### src/bpa_pkg.sv
`default_nettype none
package bpa_pkg;

	localparam int MAX_ORDER   = 8;
	localparam int FRAME_COUNT = 256;
	localparam int PAGE_BYTES  = 4096;

	localparam int FRAME_W    = 8;
	localparam int LINK_W     = 9;
	localparam int ORDER_W    = 4;
	localparam int REQ_W      = 21;
	localparam int STATUS_W   = 2;
	localparam int PAGE_SHIFT = $clog2(PAGE_BYTES);
	localparam int PAGES_W    = REQ_W - PAGE_SHIFT + 1;

	localparam logic [LINK_W-1:0]  LINK_NIL   = LINK_W'(FRAME_COUNT);
	localparam logic [ORDER_W-1:0] ORDER_NONE = '1;
	localparam logic [ORDER_W-1:0] ORDER_TOP  = ORDER_W'(MAX_ORDER);

	localparam logic CMD_ALLOC = 1'b0;
	localparam logic CMD_FREE  = 1'b1;

	localparam logic [STATUS_W-1:0] ST_OK        = 2'd0;
	localparam logic [STATUS_W-1:0] ST_NO_BLOCK  = 2'd1;
	localparam logic [STATUS_W-1:0] ST_NOT_ALLOC = 2'd2;

	typedef struct packed {
		logic [ORDER_W-1:0] order;
		logic               used;
		logic [LINK_W-1:0]  link;
	} entry_t;

	localparam int ENTRY_W = $bits(entry_t);

	typedef enum logic [3:0] {
		OP_IDLE,
		OP_ALOOK,
		OP_SPLIT,
		OP_FCHK,
		OP_FBUD,
		OP_FWALK,
		OP_FUNL,
		OP_FPUSH,
		OP_DONE
	} dp_op_t;

	typedef struct packed {
		dp_op_t op;
		logic   accept;
		logic   load_out;
	} ctl_cmd_t;

	typedef struct packed {
		logic in_free;
		logic fail;
		logic last;
		logic free_bad;
		logic at_max;
		logic bud_ok;
		logic bud_head;
		logic walk_hit;
		logic walk_end;
	} dp_stat_t;

	// Contents of a frame entry that has never been written.
	function automatic entry_t reset_entry(input logic [FRAME_W-1:0] addr);
		entry_t e;
		e.order = (addr == '0) ? ORDER_TOP : ORDER_NONE;
		e.used  = 1'b0;
		e.link  = LINK_NIL;
		return e;
	endfunction

	// Smallest order whose block covers the page count.
	function automatic logic [ORDER_W-1:0] ceil_order(input logic [PAGES_W-1:0] pages);
		logic [ORDER_W-1:0] r;
		r = '1;
		for (int j = PAGES_W - 1; j >= 0; j--) begin
			if ((PAGES_W'(1) << j) >= pages)
				r = ORDER_W'(j);
		end
		return r;
	endfunction

endpackage
`default_nettype wire

### src/bpa_ctrl.sv
`default_nettype none
module bpa_ctrl (
	input  wire logic               clk,
	input  wire logic               arst_n,
	input  wire logic               in_valid,
	output      logic               in_ready,
	output      logic               out_valid,
	input  wire logic               out_ready,
	input  wire bpa_pkg::dp_stat_t  stat,
	output      bpa_pkg::ctl_cmd_t  cmd
);
	typedef enum logic [8:0] {
		S_IDLE  = 9'b000000001,
		S_ALOOK = 9'b000000010,
		S_SPLIT = 9'b000000100,
		S_FCHK  = 9'b000001000,
		S_FBUD  = 9'b000010000,
		S_FWALK = 9'b000100000,
		S_FUNL  = 9'b001000000,
		S_FPUSH = 9'b010000000,
		S_DONE  = 9'b100000000
	} state_t;

	state_t state_q, state_d;
	logic   out_valid_q;
	logic   slot_free;

	assign slot_free = !out_valid_q || out_ready;
	assign in_ready  = (state_q == S_IDLE);
	assign out_valid = out_valid_q;

	always_comb begin
		state_d      = state_q;
		cmd.op       = bpa_pkg::OP_IDLE;
		cmd.accept   = 1'b0;
		cmd.load_out = 1'b0;
		unique case (state_q)
			S_IDLE: begin
				cmd.accept = in_valid;
				if (in_valid)
					state_d = stat.in_free ? S_FCHK : S_ALOOK;
			end
			S_ALOOK: begin
				cmd.op = bpa_pkg::OP_ALOOK;
				state_d = (stat.fail || stat.last) ? S_DONE : S_SPLIT;
			end
			S_SPLIT: begin
				cmd.op = bpa_pkg::OP_SPLIT;
				if (stat.last)
					state_d = S_DONE;
			end
			S_FCHK: begin
				cmd.op = bpa_pkg::OP_FCHK;
				priority if (stat.free_bad)
					state_d = S_DONE;
				else if (stat.at_max)
					state_d = S_FPUSH;
				else
					state_d = S_FBUD;
			end
			S_FBUD: begin
				cmd.op = bpa_pkg::OP_FBUD;
				priority if (!stat.bud_ok)
					state_d = S_FPUSH;
				else if (stat.bud_head)
					state_d = stat.at_max ? S_FPUSH : S_FBUD;
				else
					state_d = S_FWALK;
			end
			S_FWALK: begin
				cmd.op = bpa_pkg::OP_FWALK;
				if (stat.walk_hit || stat.walk_end)
					state_d = S_FUNL;
			end
			S_FUNL: begin
				cmd.op = bpa_pkg::OP_FUNL;
				state_d = stat.at_max ? S_FPUSH : S_FBUD;
			end
			S_FPUSH: begin
				cmd.op = bpa_pkg::OP_FPUSH;
				state_d = S_DONE;
			end
			S_DONE: begin
				cmd.op = bpa_pkg::OP_DONE;
				cmd.load_out = slot_free;
				if (slot_free)
					state_d = S_IDLE;
			end
			default: state_d = S_IDLE;
		endcase
	end

	always_ff @(posedge clk or negedge arst_n) begin
		if (!arst_n) begin
			state_q     <= S_IDLE;
			out_valid_q <= 1'b0;
		end else begin
			state_q <= state_d;
			if (cmd.load_out)
				out_valid_q <= 1'b1;
			else if (out_ready)
				out_valid_q <= 1'b0;
		end
	end
endmodule
`default_nettype wire

### config.mk
export PLATFORM = sky130hd
export DESIGN_NAME = bpa_ctrl
export DESIGN_NICKNAME = d
export VERILOG_FILES = /design/src/bpa_pkg.sv /design/src/bpa_ctrl.sv
export SDC_FILE = /design/constraint.sdc
export NUM_CORES = 1
export LEC_CHECK = 0
export ABC_AREA = 1
export BUFFER_PORTS_ARGS = -buffer_cell sky130_fd_sc_hd__buf_2
export CAP_MARGIN = 0
export CELL_PAD_IN_SITES_DETAIL_PLACEMENT = 0
export CELL_PAD_IN_SITES_GLOBAL_PLACEMENT = 1
export CORE_UTILIZATION = 32
export DETAILED_ROUTE_END_ITERATION = 8
export GPL_TIMING_DRIVEN = 0
export HOLD_SLACK_MARGIN = 0.02
export PLACE_DENSITY = 0.73
export SYNTH_ARGS = -nofsm -noshare
export SYNTH_HDL_FRONTEND = slang
export SYNTH_SLANG_ARGS = --single-unit
### constraint.sdc
create_clock -name clk -period 1.1 [get_ports clk]
set_input_delay 0.055 -clock clk [delete_from_list [all_inputs] [get_ports clk]]
set_output_delay 0.055 -clock clk [all_outputs]
set_load 0.005 [all_outputs]
==> results of run 1 <==
## report_power, final
group	switching [mW]	internal, mW
clock	0.142	0.202
combinational	0.782	0.738
sequential	0.0629	0.436
total	0.987	1.38
## flip-flops by register name, summed over array words and instances, names as in the netlist
signal and flops:
out_valid 1, state_q 9
## cell usage in the layout, fill, tap and decap left out
cell / synthesis / routed
buf_4: 0 / 17
dfrtp_1: 9 / 8
dlygate4sd3_1: 0 / 5
nand2_1: 15 / 11
nor3_4: 0 / 1
clkbuf_8: 0 / 1
nor3_2: 1 / 1
nor2_2: 4 / 6
dfstp_2: 1 / 1
nand3_2: 1 / 6
nor2_1: 21 / 12
nor2_4: 4 / 11
clkbuf_4: 0 / 3
inv_2: 3 / 8
nand3_4: 1 / 3
a21oi_2: 1 / 1
a21oi_1: 1 / 1
or2_2: 1 / 1
buf_6: 0 / 8
nand4_1: 6 / 6
inv_1: 18 / 11
o21ai_1: 1 / 2
buf_2: 0 / 19
inv_4: 0 / 2
o21ai_2: 1 / 2
dfrtp_2: 0 / 1
nand3_1: 13 / 6
nand2_4: 2 / 4
nand2_2: 4 / 6
o31ai_4: 0 / 1
## routing by layer
layer	vias up	part of all wire	routed length, µm	track usage
li1	465	-	-	-
met1	427	0.47	1120	0.260
met2	20	0.48	1150	0.314
met3	5	0.029	69	0.0179
met4	0	0.019	44	0.0676
met5	-	0	0	0
## worst paths after layout
path / to / slack, ns / cells past startpoint
setup reg to reg: state_q[0] / -0.35 / 10
hold / removal: state_q[4] / 0.07 / 3
hold reg to reg: out_valid / 0.55 / 2
min in group asynchronous: out_valid / 0.18 / 2
max in group asynchronous: state_q[0] / 0.66 / 2
setup / recovery: cmd[3] / -0.47 / 8
## what timing repair did
| item | in CTS | in global routing |
|---|---|---|
| pin swaps | 20 | 18 |
| endpoints found under the hold margin | 15 | 0 |
| hold buffers | 5 | 0 |
| endpoints found under the setup margin | 17 | 17 |
| setup buffers | 17 | 10 |
| resized for setup | 26 | 27 |
## cells by family (layout without fill, tap and decap cells)
group / Yosys count / after routing
AO/OA/AOI/OAI: 7 / 7
buffers and inverters: 21 / 74
flip-flops: 10 / 10
AND/OR/NAND/NOR: 74 / 74
## cell type report
type | instances | area share
clock buffers | 4 | 0.0264
inverters | 21 | 0.0609
multi-input cells | 81 | 0.440
flip-flops and latches | 10 | 0.184
well taps | 28 | 0.0255
repair buffers | 49 | 0.264
## worst min-delay path: stages
cell,delay [ns]
buf_2,0.10
nand4_1,0.10
a21oi_2,0.06
==> results.ini, run 1 <==
[sta]
setup_tns_ns = -4.91
worst_pin_slew_ns = 0.285
finalCritPeriodShare = 1.42
whs_ns = 0.0673
fin_worst_skew_ns = 0.00590
final-setup-viol-count = 17
hold_violations = 0
fmax_mhz = 638
relSlewSlack = 0.810
grt_setup_unrepaired = yes
slew_viol_final = 0
setup_slack_ns = -0.466
fin_crit_ns = 1.57

[cts]
clockBufferDepth = 2
tritoncts = done
clk_latency_ns = 0.28
htreeDepth = 1
cts_buffers = 3
cts.clk_slew.worst_paths_ns = 0.07
clock_sinks = 10
root_buffer = clkbuf_4

[die]
fp.dieW_um = 51.4
fp.dieArea_mm2 = 0.00264
core_area_mm2 = 0.00225
start_util = 0.346
rows = 17
die_h_um = 51.4
io_pins = 21

[route]
wl_per_cell_um = 12.3
vias = 917
drc = 0
wl_um = 2380
ant_nets = 0
first_pass_iters = 4
vias_per_cell = 4.75
drt_iter0_drc = 11

[setup_path]
cpMostUsedCell = nor2_4
cp_max_fo = 4
critPathBufInv = 1
crit_slowest_cell = dfrtp_1
crit_start = state_q[1]
crit_arrival_ns = 1.51
path_class = reg2out
path_cells = nor2_4 > nand2_4 > nor2_4 > nand3_4 > nand2_2 > nor2_2 > nand2_1 > buf_2
cp-start-kind = flip-flop
endpoint_kind = output pin
slowest_delay_ns = 0.43
r2r_start = state_q[5]
cpLargestDelayFamily = simple AND/OR/NAND/NOR gates
critPathRequiredTime_ns = 1.04

[global_routing]
grt_first_pass_wirelength_um = 3720
grt_pass1_vias = 864
grt_start_max_net_pins = 11
grt_usage = 0.191
antenna_found_initial = 0
overflow = 0

[finish]
multi_input_area_um2 = 606
fill_cells = 221
drive_above_1_share = 0.624
stdcell_area_mm2 = 0.00138
nNetsFinal = 179
synthToLayoutAreaGrowth_pct = 76.6
fin_cells = 193
register_area_um2 = 253
fin_util = 0.610
diodes = 0

[outcome]
violations = negative setup slack
status = finished with violations

[logic_synthesis]
yosys.area_share.adder = 0
synth_commonest_cells = 21 x nor2_1, 18 x inv_1, 15 x nand2_1
ys_seq_area_frac = 0.323
synth_area_leaders = dfrtp_1 29%, nor2_1 10%, inv_1 8.7%, nand3_1 8.3%, nand2_1 7.2%
syn_inst = 112
synth-compound-area-share = 0.0578
synth_nets = 125
synth-xor-area-share = 0
synth_area_um2 = 779
synth_top_family_by_area = simple AND/OR/NAND/NOR gates
synthMuxAreaShare = 0
syn-mean-instance-area_um2 = 6.96
synth_simple_gate_area_share = 0.518
synthArstFlopShare = 1.00
synth_top_cell_area_share = 0.289
synth_edf_count = 0
synth_seq_cells = 10
synth.largest_area_cell = dfrtp_1
yosysMostFrequentCell = nor2_1
ys.flop_type = dfrtp_1
synth_warnings = 0
ys_types = 23

[hold_path]
min_path_type = in2reg
hold_path.startpoint = stat[3]

[placement]
place_congestion = 0.784
dp_hpwl_um = 1510
dp_slack_ns = -0.246
port_buffers = 20
placed_area_um2 = 927
dp.cells = 160

[power]
power_density_mw_per_mm2 = 1720
power.leakage_nw = 0.728
vdd.ir_drop.worst_uv = 1570
power_mw = 2.36

[run]
max-cap-violations = 0

Note: power is estimated with default switching activity, not from simulation.
==> run 2: changes to the inputs <==
- CORE_UTILIZATION: 32 -> 33
- CTS_BUF_LIST: not set -> sky130_fd_sc_hd__clkbuf_8
- PLACE_DENSITY: 0.73 -> 0.75
==> results.ini, run 2 (synthesis gave the netlist of run 1 again) <==
[outcome]
status = finished with violations
violations = negative setup slack

[die]
fp.dieW_um = 50.6  ; -1.5%
rows = 17  ; unchanged
fp.dieArea_mm2 = 0.00256  ; -2.9%
core_area_mm2 = 0.00221  ; -1.9%
io_pins = 21  ; unchanged
start_util = 0.352  ; +0.00665
die_h_um = 50.6  ; -1.5%

[power]
power_mw = 2.44  ; +3.1%
vdd.ir_drop.worst_uv = 1200  ; -24%
power.leakage_nw = 0.752  ; +3.4%
power_density_mw_per_mm2 = 1780  ; +3.8%

[global_routing]
overflow = 0  ; unchanged
grt_first_pass_wirelength_um = 3570  ; -4.1%
grt_start_max_net_pins = 11  ; unchanged
antenna_found_initial = 0  ; unchanged
grt_usage = 0.192  ; +0.000616
grt_pass1_vias = 855  ; -1.0%

[route]
vias_per_cell = 4.82  ; +1.4%
drc = 0  ; unchanged
wl_per_cell_um = 12.2  ; -1.0%
ant_nets = 0  ; unchanged
first_pass_iters = 4  ; unchanged
vias = 930  ; +1.4%
drt_iter0_drc = 16  ; +5
wl_um = 2350  ; -1.0%

[cts]
tritoncts = done
root_buffer = clkbuf_8
clock_sinks = 10  ; unchanged
htreeDepth = 1  ; unchanged
cts.clk_slew.worst_paths_ns = 0.05  ; -0.02 ns
clk_latency_ns = 0.25  ; -0.03 ns
clockBufferDepth = 2  ; unchanged
cts_buffers = 3  ; unchanged

[hold_path]
min_path_cells = 3  ; unchanged
min_path_type = in2reg
hold_path_end = state_q[2]
hold_path.startpoint = stat[7]

[sta]
slew_viol_final = 0  ; unchanged
relSlewSlack = 0.806  ; -0.00378
finalCritPeriodShare = 1.36  ; -0.0620
final-setup-viol-count = 17  ; unchanged
fin_crit_ns = 1.50  ; -0.0682 ns
fmax_mhz = 668  ; +4.6%
hold_violations = 0  ; unchanged
fin_worst_skew_ns = 0.00609  ; +0.000196 ns
grt_setup_unrepaired = yes
setup_slack_ns = -0.398  ; +0.0682 ns
worst_pin_slew_ns = 0.290  ; +0.00565 ns
setup_tns_ns = -4.72  ; +0.189 ns

[setup_path]
crit_arrival_ns = 1.44  ; -0.07 ns
regToRegSetupSlack_ns = -0.36  ; about the same
crit_slowest_cell = dfstp_2
endpoint_kind = output pin
cp-start-kind = flip-flop
cpMostUsedCell = nor2_4
path_cells = nor2_4 > nand2_4 > nor2_4 > nand3_4 > nand2_2 > nor2_2 > nand2_1 > buf_2
critPathRequiredTime_ns = 1.04  ; about the same
rr_worst_depth = 10  ; unchanged
cp_max_fo = 4  ; unchanged
r2r_end = state_q[0]
slowest_delay_ns = 0.56  ; +0.13 ns
r2r_start = state_q[0]
path_class = reg2out

[finish]
largest_reg_flops = 9  ; unchanged
drive_above_1_share = 0.576  ; -0.0485
register_area_um2 = 253  ; unchanged
stdcell_area_mm2 = 0.00137  ; -0.73%
final_common_cell = buf_2
multi_input_area_um2 = 579  ; -4.3%
diodes = 0  ; unchanged
nNetsFinal = 179  ; unchanged
synthToLayoutAreaGrowth_pct = 75.3
fill_cells = 218  ; -1.4%
layout_common_cells = 20 x buf_2, 16 x inv_1, 15 x buf_4
regMostFlops = state_q

[placement]
dp_slack_ns = -0.222  ; +0.0239 ns
place_congestion = 0.794  ; +1.3%
placed_area_um2 = 927  ; unchanged
dp_hpwl_um = 1460  ; -3.7%
port_buffers = 20  ; unchanged

[run]
max-cap-violations = 0  ; unchanged

==> run 2: how the worst max path moves through the flow <==
stage / startpoint / endpoint / cells after the start
after global routing: state_q[0] / cmd[3] / 8
after floorplan: state_q[0] / state_q[8] / 9
final: state_q[0] / cmd[3] / 8
after CTS: state_q[1] / cmd[3] / 8
after global placement: state_q[1] / cmd[3] / 8
after detailed placement: state_q[5] / state_q[4] / 7
==> run 2: area by class of cell <==
class,count,area share
clock inverters,1,0.00275
clock buffers,3,0.0302
repair buffers,49,0.273
well taps,28,0.0256
multi-input cells,81,0.424
inverters,21,0.0595
flip-flops and latches,10,0.185
==> run 2: timing repair <==
| action | in CTS | in global routing |
|---|---|---|
| hold buffers | 5 | 0 |
| hold endpoints to repair | 14 | 0 |
| endpoints found under the setup margin | 17 | 17 |
| pin swaps | 19 | 11 |
| setup buffers | 18 | 8 |
| gates resized for setup | 26 | 17 |
==> run 2: through the flow <==
stage / std cells / util / hold WS (ns)
after detailed placement: 160 / 0.419 / -0.0674
after CTS: 186 / 0.571 / 0.0924
after global routing: 193 / 0.618 / 0.105
after global placement: 160 / 0.419 / -0.0689
after floorplan: 112 / - / -0.241
final: 193 / 0.618 / 0.0907
==> run 2: critical path: cells and delay by family (launching register included) <==
kind                   cells  cell delay (ns)
AND/OR/NAND/NOR            7             0.51
flip-flops                 1             0.56
buffers and inverters      1             0.12
==> run 2: power by group <==
part	leakage (nW)	switching, mW	internal, mW
clock	0.0269	0.170	0.246
combinational	0.592	0.786	0.736
sequential	0.133	0.0604	0.437
total	0.752	1.02	1.42
==> run 2: layer usage <==
metal | wire [µm] | share of wire | GRT usage | up-vias
li1 | - | - | - | 461
met1 | 964 | 0.41 | 0.216 | 432
met2 | 1200 | 0.51 | 0.344 | 28
met3 | 101 | 0.043 | 0.0394 | 9
met4 | 82 | 0.035 | 0.0833 | 0
met5 | 0 | 0 | 0 | -
